### config.mk
export PLATFORM = sky130hd
export DESIGN_NAME = pfe_sequencer_flat
export DESIGN_NICKNAME = d
export VERILOG_FILES = /design/src/hdl/pfe_pkg.sv /design/src/hdl/pfe_req_if.sv /design/src/hdl/pfe_rsp_if.sv /design/src/hdl/pfe_sequencer.sv /design/src/flat_wrapper.sv
export SDC_FILE = /design/constraint.sdc
export NUM_CORES = 1
export LEC_CHECK = 0
export BUFFER_PORTS_ARGS = -buffer_cell sky130_fd_sc_hd__buf_4
export CAP_MARGIN = 40
export CORE_MARGIN = 1
export CORE_UTILIZATION = 57
export DETAILED_ROUTE_END_ITERATION = 10
export GPL_ROUTABILITY_DRIVEN = 0
export PLACE_DENSITY = 0.95
export SLEW_MARGIN = 0
export SYNTH_ARGS = -nofsm -noshare
export SYNTH_HDL_FRONTEND = slang
export SYNTH_SLANG_ARGS = --single-unit
### constraint.sdc
create_clock -name clock -period 8.2 [get_ports clock]
set_input_delay 0.41 -clock clock [delete_from_list [all_inputs] [get_ports clock]]
set_output_delay 0.41 -clock clock [all_outputs]
set_load 0.005 [all_outputs]
### src/hdl/pfe_pkg.sv
package pfe_pkg;

   // Defaults for the top-level parameters
   localparam int ENTRIES_DEF    = 64;
   localparam int FADE_TICKS_DEF = 22;

   // Field widths
   localparam int CH_W    = 8;
   localparam int IDX_W   = 6;
   localparam int KIND_W  = 3;
   localparam int BANK_W  = 2;
   localparam int RTYPE_W = 2;

   // Channel arithmetic constants
   localparam logic [CH_W-1:0]  STEP      = 8'd32;
   localparam logic [CH_W-1:0]  WHITE     = 8'd224;
   localparam logic [CH_W-1:0]  BLACK     = 8'd0;
   localparam logic [IDX_W-1:0] RANGE_CAP = 6'd63;
   localparam logic [IDX_W-1:0] FULL_FIRST  = 6'd0;
   localparam logic [IDX_W-1:0] FULL_OFFSET = 6'd63;

   // Bank codes
   localparam logic [BANK_W-1:0] BANK_CUR_A = 2'd0;
   localparam logic [BANK_W-1:0] BANK_TGT_A = 2'd1;
   localparam logic [BANK_W-1:0] BANK_CUR_B = 2'd2;
   localparam logic [BANK_W-1:0] BANK_TGT_B = 2'd3;

   // Configuration port
   localparam int CSR_ADDR_W = 3;
   localparam int CSR_DATA_W = 32;
   localparam logic [0:0] CSR_IDX_SKIP = 1'b0;

   typedef enum logic [RTYPE_W-1:0] {
      REQ_WRITE = 2'd0,
      REQ_READ  = 2'd1,
      REQ_START = 2'd2,
      REQ_TICK  = 2'd3
   } req_kind_type;

   typedef enum logic [KIND_W-1:0] {
      MODE_NONE      = 3'd0,
      MODE_FADE_IN   = 3'd1,
      MODE_FADE_OUT  = 3'd2,
      MODE_FLASH_IN  = 3'd3,
      MODE_FLASH_OUT = 3'd4
   } fade_mode_type;

   typedef enum logic [2:0] {
      ST_IDLE,
      ST_FILL,
      ST_WALK,
      ST_DRAIN,
      ST_READ,
      ST_FINISH
   } seq_state_type;

   typedef struct packed {
      logic [CH_W-1:0] r;
      logic [CH_W-1:0] g;
      logic [CH_W-1:0] b;
   } rgb_type;

   // One fade step of a current entry: toward its target for fade-in and flash-in, toward black or white otherwise
   function automatic rgb_type step_entry(input fade_mode_type mode, input rgb_type cur,
                                          input rgb_type tgt);
      rgb_type nxt;
      nxt = cur;
      case (mode)
         MODE_FADE_IN: begin
            if (tgt.b > cur.b) nxt.b = cur.b + STEP;
            else if (tgt.g > cur.g) nxt.g = cur.g + STEP;
            else if (tgt.r > cur.r) nxt.r = cur.r + STEP;
         end
         MODE_FLASH_IN: begin
            if (tgt.b < cur.b) nxt.b = cur.b - STEP;
            else if (tgt.g < cur.g) nxt.g = cur.g - STEP;
            else if (tgt.r < cur.r) nxt.r = cur.r - STEP;
         end
         MODE_FADE_OUT: begin
            if (cur.r != BLACK) nxt.r = cur.r - STEP;
            else if (cur.g != BLACK) nxt.g = cur.g - STEP;
            else if (cur.b != BLACK) nxt.b = cur.b - STEP;
         end
         default: begin
            if (cur.r != WHITE) nxt.r = cur.r + STEP;
            else if (cur.g != WHITE) nxt.g = cur.g + STEP;
            else if (cur.b != WHITE) nxt.b = cur.b + STEP;
         end
      endcase
      return nxt;
   endfunction

endpackage

### src/hdl/pfe_req_if.sv
interface pfe_req_if;
   logic                          valid;
   logic                          ready;
   logic [pfe_pkg::RTYPE_W-1:0]   req_type;
   logic [pfe_pkg::BANK_W-1:0]    bank;
   logic [pfe_pkg::IDX_W-1:0]     entry_index;
   logic [pfe_pkg::CH_W-1:0]      red_in;
   logic [pfe_pkg::CH_W-1:0]      green_in;
   logic [pfe_pkg::CH_W-1:0]      blue_in;
   logic [pfe_pkg::KIND_W-1:0]    fade_kind;
   logic [pfe_pkg::IDX_W-1:0]     first_entry;
   logic [pfe_pkg::IDX_W-1:0]     last_offset;

   modport source (
      output valid, req_type, bank, entry_index, red_in, green_in, blue_in,
             fade_kind, first_entry, last_offset,
      input  ready
   );

   modport sink (
      input  valid, req_type, bank, entry_index, red_in, green_in, blue_in,
             fade_kind, first_entry, last_offset,
      output ready
   );
endinterface

### src/hdl/pfe_rsp_if.sv
interface pfe_rsp_if;
   logic                     valid;
   logic                     ready;
   logic [pfe_pkg::CH_W-1:0] red_out;
   logic [pfe_pkg::CH_W-1:0] green_out;
   logic [pfe_pkg::CH_W-1:0] blue_out;
   logic                     fade_done;

   modport source (
      output valid, red_out, green_out, blue_out, fade_done,
      input  ready
   );

   modport sink (
      input  valid, red_out, green_out, blue_out, fade_done,
      output ready
   );
endinterface

### src/hdl/pfe_sequencer.sv
module pfe_sequencer #(
   parameter  int ENTRIES    = pfe_pkg::ENTRIES_DEF,
   parameter  int FADE_TICKS = pfe_pkg::FADE_TICKS_DEF,
   localparam int DEPTH      = 4 * ENTRIES,
   localparam int ADDR_W     = $clog2(DEPTH)
) (
   input  logic                clock,
   input  logic                reset,
   input  logic                skip_second_bank,
   pfe_req_if.sink             req,
   pfe_rsp_if.source           rsp,
   output logic                wr_en,
   output logic [ADDR_W-1:0]   wr_addr,
   output pfe_pkg::rgb_type    wr_data,
   output logic [ADDR_W-1:0]   rd_addr_a,
   output logic [ADDR_W-1:0]   rd_addr_b,
   input  pfe_pkg::rgb_type    rd_data_a,
   input  pfe_pkg::rgb_type    rd_data_b
);

   localparam int TICK_W = $clog2(FADE_TICKS);
   localparam int SUM_W  = pfe_pkg::IDX_W + 1;
   localparam int LAST_ENTRY = (ENTRIES - 1 < int'(pfe_pkg::RANGE_CAP)) ?
                               ENTRIES - 1 : int'(pfe_pkg::RANGE_CAP);
   localparam logic [SUM_W-1:0]  LAST_CAP  = SUM_W'(LAST_ENTRY);
   localparam logic [ADDR_W-1:0] BANK_SPAN = ADDR_W'(ENTRIES);
   localparam logic [ADDR_W-1:0] BASE_CUR_B =
      ADDR_W'(int'(pfe_pkg::BANK_CUR_B) * ENTRIES);
   localparam logic [ADDR_W-1:0] BASE_CUR_A =
      ADDR_W'(int'(pfe_pkg::BANK_CUR_A) * ENTRIES);

   pfe_pkg::seq_state_type   state_ff, state_in;
   pfe_pkg::fade_mode_type   mode_ff, mode_in;
   logic [TICK_W-1:0]        tick_ff, tick_in;
   logic [pfe_pkg::IDX_W-1:0] first_ff, first_in;
   logic [pfe_pkg::IDX_W-1:0] offset_ff, offset_in;
   logic [pfe_pkg::IDX_W-1:0] idx_ff, idx_in;
   logic                     second_ff, second_in;
   logic [pfe_pkg::CH_W-1:0] fill_ff, fill_in;
   logic                     wb_valid_ff, wb_valid_in;
   logic [ADDR_W-1:0]        wb_addr_ff, wb_addr_in;
   pfe_pkg::rgb_type         res_ff, res_in;
   logic                     res_done_ff, res_done_in;
   logic                     rsp_valid_ff, rsp_valid_in;
   pfe_pkg::rgb_type         rsp_data_ff, rsp_data_in;
   logic                     rsp_done_ff, rsp_done_in;

   logic [SUM_W-1:0]          range_sum;
   logic [SUM_W-1:0]          range_end;
   logic [pfe_pkg::IDX_W-1:0] last_idx;
   logic                      range_empty;
   logic                      idx_ok;
   logic                      in_mode;
   logic [ADDR_W-1:0]         item_addr;
   logic [ADDR_W-1:0]         walk_addr;
   logic                      accept;
   pfe_pkg::rgb_type          item_rgb;

   // Clamp the range end to the cap and to the last entry
   assign range_sum   = {1'b0, first_ff} + {1'b0, offset_ff};
   assign range_end   = (range_sum > LAST_CAP) ? LAST_CAP : range_sum;
   assign last_idx    = range_end[pfe_pkg::IDX_W-1:0];
   assign range_empty = ({1'b0, first_ff} > range_end);

   // Entry index check for bus items
   assign idx_ok = (ENTRIES >= 64) ? 1'b1 :
                   (req.entry_index < pfe_pkg::IDX_W'(ENTRIES));

   assign in_mode   = (mode_ff == pfe_pkg::MODE_FADE_IN) ||
                      (mode_ff == pfe_pkg::MODE_FLASH_IN);
   assign item_addr = ADDR_W'(req.bank) * BANK_SPAN + ADDR_W'(req.entry_index);
   assign walk_addr = (second_ff ? BASE_CUR_B : BASE_CUR_A) + ADDR_W'(idx_ff);
   assign accept    = req.valid && req.ready;
   assign item_rgb  = '{r: req.red_in, g: req.green_in, b: req.blue_in};

   // Next state and memory control
   always_comb begin
      state_in     = state_ff;
      mode_in      = mode_ff;
      tick_in      = tick_ff;
      first_in     = first_ff;
      offset_in    = offset_ff;
      idx_in       = idx_ff;
      second_in    = second_ff;
      fill_in      = fill_ff;
      wb_valid_in  = 1'b0;
      wb_addr_in   = wb_addr_ff;
      res_in       = res_ff;
      res_done_in  = res_done_ff;
      rsp_valid_in = rsp_valid_ff && !rsp.ready;
      rsp_data_in  = rsp_data_ff;
      rsp_done_in  = rsp_done_ff;

      req.ready = (state_ff == pfe_pkg::ST_IDLE);

      // Write back the stepped entry read in the previous cycle
      wr_en     = wb_valid_ff;
      wr_addr   = wb_addr_ff;
      wr_data   = pfe_pkg::step_entry(mode_ff, rd_data_a, rd_data_b);
      rd_addr_a = item_addr;
      rd_addr_b = walk_addr + BANK_SPAN;

      case (state_ff)
         pfe_pkg::ST_IDLE: begin
            if (accept) begin
               res_in      = '0;
               res_done_in = 1'b0;
               state_in    = pfe_pkg::ST_FINISH;
               case (req.req_type)
                  pfe_pkg::REQ_WRITE: begin
                     if (idx_ok) begin
                        wr_en   = 1'b1;
                        wr_addr = item_addr;
                        wr_data = item_rgb;
                     end
                  end
                  pfe_pkg::REQ_READ: begin
                     if (idx_ok) begin
                        state_in = pfe_pkg::ST_READ;
                     end
                  end
                  pfe_pkg::REQ_START: begin
                     case (req.fade_kind)
                        pfe_pkg::MODE_FADE_IN: begin
                           first_in  = req.first_entry;
                           offset_in = req.last_offset;
                           idx_in    = req.first_entry;
                           fill_in   = pfe_pkg::BLACK;
                           tick_in   = '0;
                           mode_in   = pfe_pkg::MODE_FADE_IN;
                           state_in  = pfe_pkg::ST_FILL;
                        end
                        pfe_pkg::MODE_FLASH_IN: begin
                           first_in  = pfe_pkg::FULL_FIRST;
                           offset_in = pfe_pkg::FULL_OFFSET;
                           idx_in    = pfe_pkg::FULL_FIRST;
                           fill_in   = pfe_pkg::WHITE;
                           tick_in   = '0;
                           mode_in   = pfe_pkg::MODE_FLASH_IN;
                           state_in  = pfe_pkg::ST_FILL;
                        end
                        pfe_pkg::MODE_FADE_OUT, pfe_pkg::MODE_FLASH_OUT: begin
                           first_in  = pfe_pkg::FULL_FIRST;
                           offset_in = pfe_pkg::FULL_OFFSET;
                           tick_in   = '0;
                           mode_in   = pfe_pkg::fade_mode_type'(req.fade_kind);
                        end
                        default: begin
                        end
                     endcase
                  end
                  default: begin
                     if (mode_ff == pfe_pkg::MODE_NONE) begin
                        res_done_in = 1'b1;
                     end else begin
                        idx_in    = first_ff;
                        second_in = 1'b0;
                        state_in  = pfe_pkg::ST_WALK;
                     end
                  end
               endcase
            end
         end

         // Paint the range of current bank A, one entry a cycle
         pfe_pkg::ST_FILL: begin
            if (range_empty) begin
               state_in = pfe_pkg::ST_FINISH;
            end else begin
               wr_en   = 1'b1;
               wr_addr = BASE_CUR_A + ADDR_W'(idx_ff);
               wr_data = '{r: fill_ff, g: fill_ff, b: fill_ff};
               if (idx_ff == last_idx) begin
                  state_in = pfe_pkg::ST_FINISH;
               end else begin
                  idx_in = idx_ff + 1'b1;
               end
            end
         end

         // Issue one read-modify-write per cycle over the range
         pfe_pkg::ST_WALK: begin
            rd_addr_a = walk_addr;
            if (range_empty) begin
               state_in = pfe_pkg::ST_DRAIN;
            end else begin
               wb_valid_in = 1'b1;
               wb_addr_in  = walk_addr;
               if (idx_ff == last_idx) begin
                  if (!second_ff && !(skip_second_bank && in_mode)) begin
                     second_in = 1'b1;
                     idx_in    = first_ff;
                  end else begin
                     state_in = pfe_pkg::ST_DRAIN;
                  end
               end else begin
                  idx_in = idx_ff + 1'b1;
               end
            end
         end

         // Last write back lands here; advance the tick counter, wrapping and flagging done on its last count
         pfe_pkg::ST_DRAIN: begin
            if (tick_ff == TICK_W'(FADE_TICKS - 1)) begin
               tick_in     = '0;
               res_done_in = 1'b1;
            end else begin
               tick_in     = tick_ff + 1'b1;
               res_done_in = 1'b0;
            end
            state_in = pfe_pkg::ST_FINISH;
         end

         pfe_pkg::ST_READ: begin
            res_in   = rd_data_a;
            state_in = pfe_pkg::ST_FINISH;
         end

         // Hand the result to the output register once it is free
         pfe_pkg::ST_FINISH: begin
            if (!rsp_valid_ff || rsp.ready) begin
               rsp_valid_in = 1'b1;
               rsp_data_in  = res_ff;
               rsp_done_in  = res_done_ff;
               state_in     = pfe_pkg::ST_IDLE;
            end
         end

         default: begin
            state_in = pfe_pkg::ST_IDLE;
         end
      endcase
   end

   // Control state
   always_ff @(posedge clock) begin
      if (reset) begin
         state_ff     <= pfe_pkg::ST_IDLE;
         mode_ff      <= pfe_pkg::MODE_NONE;
         tick_ff      <= '0;
         first_ff     <= pfe_pkg::FULL_FIRST;
         offset_ff    <= pfe_pkg::FULL_OFFSET;
         wb_valid_ff  <= 1'b0;
         rsp_valid_ff <= 1'b0;
      end else begin
         state_ff     <= state_in;
         mode_ff      <= mode_in;
         tick_ff      <= tick_in;
         first_ff     <= first_in;
         offset_ff    <= offset_in;
         wb_valid_ff  <= wb_valid_in;
         rsp_valid_ff <= rsp_valid_in;
      end
   end

   // Payload and walk registers
   always_ff @(posedge clock) begin
      idx_ff      <= idx_in;
      second_ff   <= second_in;
      fill_ff     <= fill_in;
      wb_addr_ff  <= wb_addr_in;
      res_ff      <= res_in;
      res_done_ff <= res_done_in;
      rsp_data_ff <= rsp_data_in;
      rsp_done_ff <= rsp_done_in;
   end

   assign rsp.valid     = rsp_valid_ff;
   assign rsp.red_out   = rsp_data_ff.r;
   assign rsp.green_out = rsp_data_ff.g;
   assign rsp.blue_out  = rsp_data_ff.b;
   assign rsp.fade_done = rsp_done_ff;

endmodule
### src/flat_wrapper.sv
// flat-port wrapper written by rule: the top's interface ports become plain ports
module pfe_sequencer_flat 
#(
   parameter  int ENTRIES    = pfe_pkg::ENTRIES_DEF,
   parameter  int FADE_TICKS = pfe_pkg::FADE_TICKS_DEF,
   localparam int DEPTH      = 4 * ENTRIES,
   localparam int ADDR_W     = $clog2(DEPTH)
)
  (clock, reset, skip_second_bank, wr_en, wr_addr, wr_data, rd_addr_a, rd_addr_b, rd_data_a, rd_data_b, req_valid, req_req_type, req_bank, req_entry_index, req_red_in, req_green_in, req_blue_in, req_fade_kind, req_first_entry, req_last_offset, req_ready, rsp_valid, rsp_red_out, rsp_green_out, rsp_blue_out, rsp_fade_done, rsp_ready);
  pfe_req_if req_i ();
  pfe_rsp_if rsp_i ();
  input  logic clock;
  input  logic reset;
  input  logic skip_second_bank;
  output logic wr_en;
  output logic [ADDR_W-1:0] wr_addr;
  output pfe_pkg::rgb_type wr_data;
  output logic [ADDR_W-1:0] rd_addr_a;
  output logic [ADDR_W-1:0] rd_addr_b;
  input  pfe_pkg::rgb_type rd_data_a;
  input  pfe_pkg::rgb_type rd_data_b;
  input wire logic [$bits(req_i.valid)-1:0] req_valid;
  input wire logic [$bits(req_i.req_type)-1:0] req_req_type;
  input wire logic [$bits(req_i.bank)-1:0] req_bank;
  input wire logic [$bits(req_i.entry_index)-1:0] req_entry_index;
  input wire logic [$bits(req_i.red_in)-1:0] req_red_in;
  input wire logic [$bits(req_i.green_in)-1:0] req_green_in;
  input wire logic [$bits(req_i.blue_in)-1:0] req_blue_in;
  input wire logic [$bits(req_i.fade_kind)-1:0] req_fade_kind;
  input wire logic [$bits(req_i.first_entry)-1:0] req_first_entry;
  input wire logic [$bits(req_i.last_offset)-1:0] req_last_offset;
  output wire logic [$bits(req_i.ready)-1:0] req_ready;
  output wire logic [$bits(rsp_i.valid)-1:0] rsp_valid;
  output wire logic [$bits(rsp_i.red_out)-1:0] rsp_red_out;
  output wire logic [$bits(rsp_i.green_out)-1:0] rsp_green_out;
  output wire logic [$bits(rsp_i.blue_out)-1:0] rsp_blue_out;
  output wire logic [$bits(rsp_i.fade_done)-1:0] rsp_fade_done;
  input wire logic [$bits(rsp_i.ready)-1:0] rsp_ready;
  assign req_i.valid = req_valid;
  assign req_i.req_type = req_req_type;
  assign req_i.bank = req_bank;
  assign req_i.entry_index = req_entry_index;
  assign req_i.red_in = req_red_in;
  assign req_i.green_in = req_green_in;
  assign req_i.blue_in = req_blue_in;
  assign req_i.fade_kind = req_fade_kind;
  assign req_i.first_entry = req_first_entry;
  assign req_i.last_offset = req_last_offset;
  assign req_ready = req_i.ready;
  assign rsp_valid = rsp_i.valid;
  assign rsp_red_out = rsp_i.red_out;
  assign rsp_green_out = rsp_i.green_out;
  assign rsp_blue_out = rsp_i.blue_out;
  assign rsp_fade_done = rsp_i.fade_done;
  assign rsp_i.ready = rsp_ready;
  pfe_sequencer #(.ENTRIES(ENTRIES), .FADE_TICKS(FADE_TICKS)) u_core (.clock(clock), .reset(reset), .skip_second_bank(skip_second_bank), .req(req_i), .rsp(rsp_i), .wr_en(wr_en), .wr_addr(wr_addr), .wr_data(wr_data), .rd_addr_a(rd_addr_a), .rd_addr_b(rd_addr_b), .rd_data_a(rd_data_a), .rd_data_b(rd_data_b));
endmodule
==> impl_metrics.py <==
metrics = {
    "outcome": {
        "status": "complete, no violations",
    },
    "cts": {
        "htree_levels": 3,
        "cts.sinks": 90,
        "cts_buffers": 9,
        "holdBufCountCts": 0,
        "cts_buffer_depth": 2,
        "clkTransAtPathRegs_ns": 0.10,
        "root_buffer": "clkbuf_8",
        "postCtsSetupBuffers": 0,
        "ctsResizeCount": 0,
        "cts_tree": "done",
        "clk_latency_ns": 0.37,
    },
    "sta": {
        "relSlewSlack": 0.486,
        "rsz0062_at_grt": "no",
        "finalClockSkew_ns": 0.0174,
        "finalHoldViolations": 0,
        "worstMarginPinSlew_ns": 0.772,
        "worst_slack_ns": 2.62,
        "fin_setup_tns_ns": 0,
        "min_period_ns": 5.58,
        "slew_violations": 0,
        "setup_violations": 0,
        "fmax_mhz": 179,
        "period_share": 0.680,
    },
    "floorplanning": {
        "die_w_um": 106,
        "initial_core_util": 0.595,
        "core-area_um2": 10400,
        "fp-row-count": 37,
        "ioPinCount": 178,
        "dieArea_um2": 11300,
        "die_h_um": 106,
    },
    "drt": {
        "wl_um": 19300,
        "wl_per_cell_um": 19.3,
        "drc": 0,
        "first_iter_violations": 738,
        "num_vias": 6421,
        "drtAntennaViolNets": 0,
        "firstDrtPassIters": 6,
        "vias_per_cell": 6.43,
    },
    "global_route": {
        "grt_pass1_wl_um": 29800,
        "gr-usage-all-layers": 0.338,
        "antenna_found_initial": 0,
        "grt-ovfl-total": 0,
        "grt_max_degree": 35,
        "first_global_vias": 6116,
    },
    "min_path": {
        "min_path_type": "input pin to flop",
    },
    "synthesis": {
        "synth_top_area_cell": "edfxtp_1",
        "synth_area_per_cell_um2": 8.84,
        "synth_edf_count": 65,
        "postSynthCellCount": 701,
        "synth_cell_types": 67,
        "synth_top_area_frac": 0.315,
        "syn_nets": 848,
        "ys_warn_count": 0,
        "ys_seq_elements": 90,
        "ys_async_sr_fraction": 0,
        "synth_top_flop_cell": "edfxtp_1",
        "netlist_area_um2": 6200,
        "seq_area_frac_synth": 0.396,
        "yosys-top-cells-area": "edfxtp_1, ha_1, dfxtp_1",
    },
    "finish": {
        "seqCellArea_um2": 2450,
        "nFillCells": 703,
        "areaGrowthSynthToFinish_pct": 27.6,
        "num_antenna_cells": 0,
        "drive_gt1_frac": 0.258,
        "fin_nets": 1005,
        "multi_input_area_um2": 3460,
    },
    "setup_path": {
        "crit_path_end_kind": "primary output",
        "path_cells": "ha_1, fa_1, a21o_1, a21oi_2, nand2_1, mux2_2, nor3_2, ha_1, and3_1, a221oi_1, o21ai_0, a21oi_1, buf_4, nor2_2, buf_8, a221o_1, buf_4",
        "path_class": "flop to primary output",
        "path_max_fanout": 17,
        "slowest_stage": "a21oi_1",
        "cp-start-kind": "flop",
        "arrival_ns": 5.17,
        "cp.required_ns": 7.79,
        "cp_slowest_stage_delay_ns": 0.60,
    },
    "pwr": {
        "power.density_nw_per_um2": 234,
        "ir_drop_mv": 0.134,
        "p_leak_nw": 3.60,
    },
    "run": {
        "cap_violations": 0,
    },
    "placement": {
        "hpwl_um": 14400,
        "pre_cts_ws_ns": 3.14,
        "portBuffers": 176,
    },
}
-- cell usage after synthesis (all sizes together), types with 3 or more instances --
library cell,instances
nand3,30
a22o,18
buf,5
o21a,3
mux2i,7
inv,36
o21bai,3
or4,3
ha,44
o31ai,3
a22oi,9
nor3,27
nand2b,3
a221o,4
dfxtp,25
nand4,9
o211ai,11
a32oi,4
and3,31
a31oi,7
a21oi,50
nor2b,8
edfxtp,65
and2,9
nor2,57
a211oi,6
xnor2,6
xor2,11
a211o,3
clkbuf,35
nor3b,4
nand2,85
o21ai,28
or2,3
mux2,4
a21o,14
o2111ai,3
or3,3
-- metal layers --
layer  up-vias  part of all wire  wire length [µm]  track usage
met1      2955              0.36              6950        0.410
met4         0             0.047               911        0.172
li1       2892                 -                 -            -
met2       471              0.48              9330        0.572
met3       103              0.11              2100       0.0613
met5         -                 0                 0            0
-- cell usage in the layout, fill, tap and decap left out, drive strengths merged, types with 11 or more instances in the layout --
| cell type | instances |
|---|---|
| and3 | 31 |
| edfxtp | 65 |
| ha | 44 |
| buf | 186 |
| o21ai | 28 |
| nand3 | 30 |
| o211ai | 11 |
| inv | 38 |
| nor2 | 57 |
| dfxtp | 25 |
| a21oi | 50 |
| nand2 | 85 |
| a22o | 18 |
| nor3 | 27 |
| a21o | 14 |
| xor2 | 11 |
-- cell type report --
| type | instances | area share |
|---|---|---|
| repair buffers | 186 | 0.179 |
| multi-input cells | 534 | 0.437 |
| inverters | 37 | 0.0176 |
| clock inverters | 7 | 0.0185 |
| flip-flops and latches | 90 | 0.310 |
| clock buffers | 9 | 0.0157 |
| well taps | 136 | 0.0215 |
-- power by group --
group | total, mW | switching [mW] | internal [mW]
sequential | 0.724 | 0.0782 | 0.646
combinational | 0.717 | 0.387 | 0.330
clock | 0.409 | 0.173 | 0.236
-- sequential cells by signal, summed over array words and instances, names as in the netlist, 3 cells and up --
name	cells
u_core.res_ff	24
u_core.rsp.blue_out	8
u_core.rsp.green_out	8
u_core.rsp.red_out	8
u_core.wb_addr_ff	7
u_core.first_ff	6
u_core.idx_ff	6
u_core.offset_ff	6
u_core.tick_ff	5
u_core.mode_ff	3
u_core.state_ff	3
-- critical path: cells and delay by family (launching register included) --
kind            cells  cell delay [ns]
flops               1             0.38
mux                 1             0.27
compound gates      6             1.97
simple gates        4             0.57
buf+inv             3             0.62
fa+ha+maj           3             0.99
-- kinds of logic (layout without fill, tap and decap cells) --
family,count (synthesis),count (layout),share of synthesized area
simple gates,279,279,0.222
compound gates,181,181,0.199
flops,90,90,0.396
mux,11,11,0.0186
buf+inv,77,239,0.0482
other cells,1,1,0.000605
fa+ha+maj,45,45,0.0920
xor+xnor,17,17,0.0240
-- final timing paths --
| path | startpoint | end | slack (ns) | cells past startpoint |
|---|---|---|---|---|
| max | u_core.first_ff[0] | wr_data[14] | 2.62 | 17 |
| max reg2reg | u_core.first_ff[0] | u_core.idx_ff[3] | 3.46 | 15 |
| min | req_first_entry[5] | u_core.first_ff[5] | 0.31 | 3 |
| min reg2reg | u_core.res_ff[3] | u_core.rsp.blue_out[3] | 0.42 | 0 |
-- stage by stage --
stage / power, mW / instances / area (µm²) / utilization / hold WS [ns]
2_1_floorplan: 1.08 / 701 / 6200 / - / 0.400
3_3_place_gp: 1.35 / 977 / 7570 / 0.727 / 0.401
3_5_place_dp: 1.43 / 983 / 7640 / 0.734 / 0.405
4_1_cts: 1.83 / 999 / 7910 / 0.760 / 0.307
5_1_grt: 1.92 / 999 / 7910 / 0.760 / 0.309
6_report: 1.85 / 999 / 7910 / 0.760 / 0.308
Note: power is estimated with default switching activity, not from simulation.
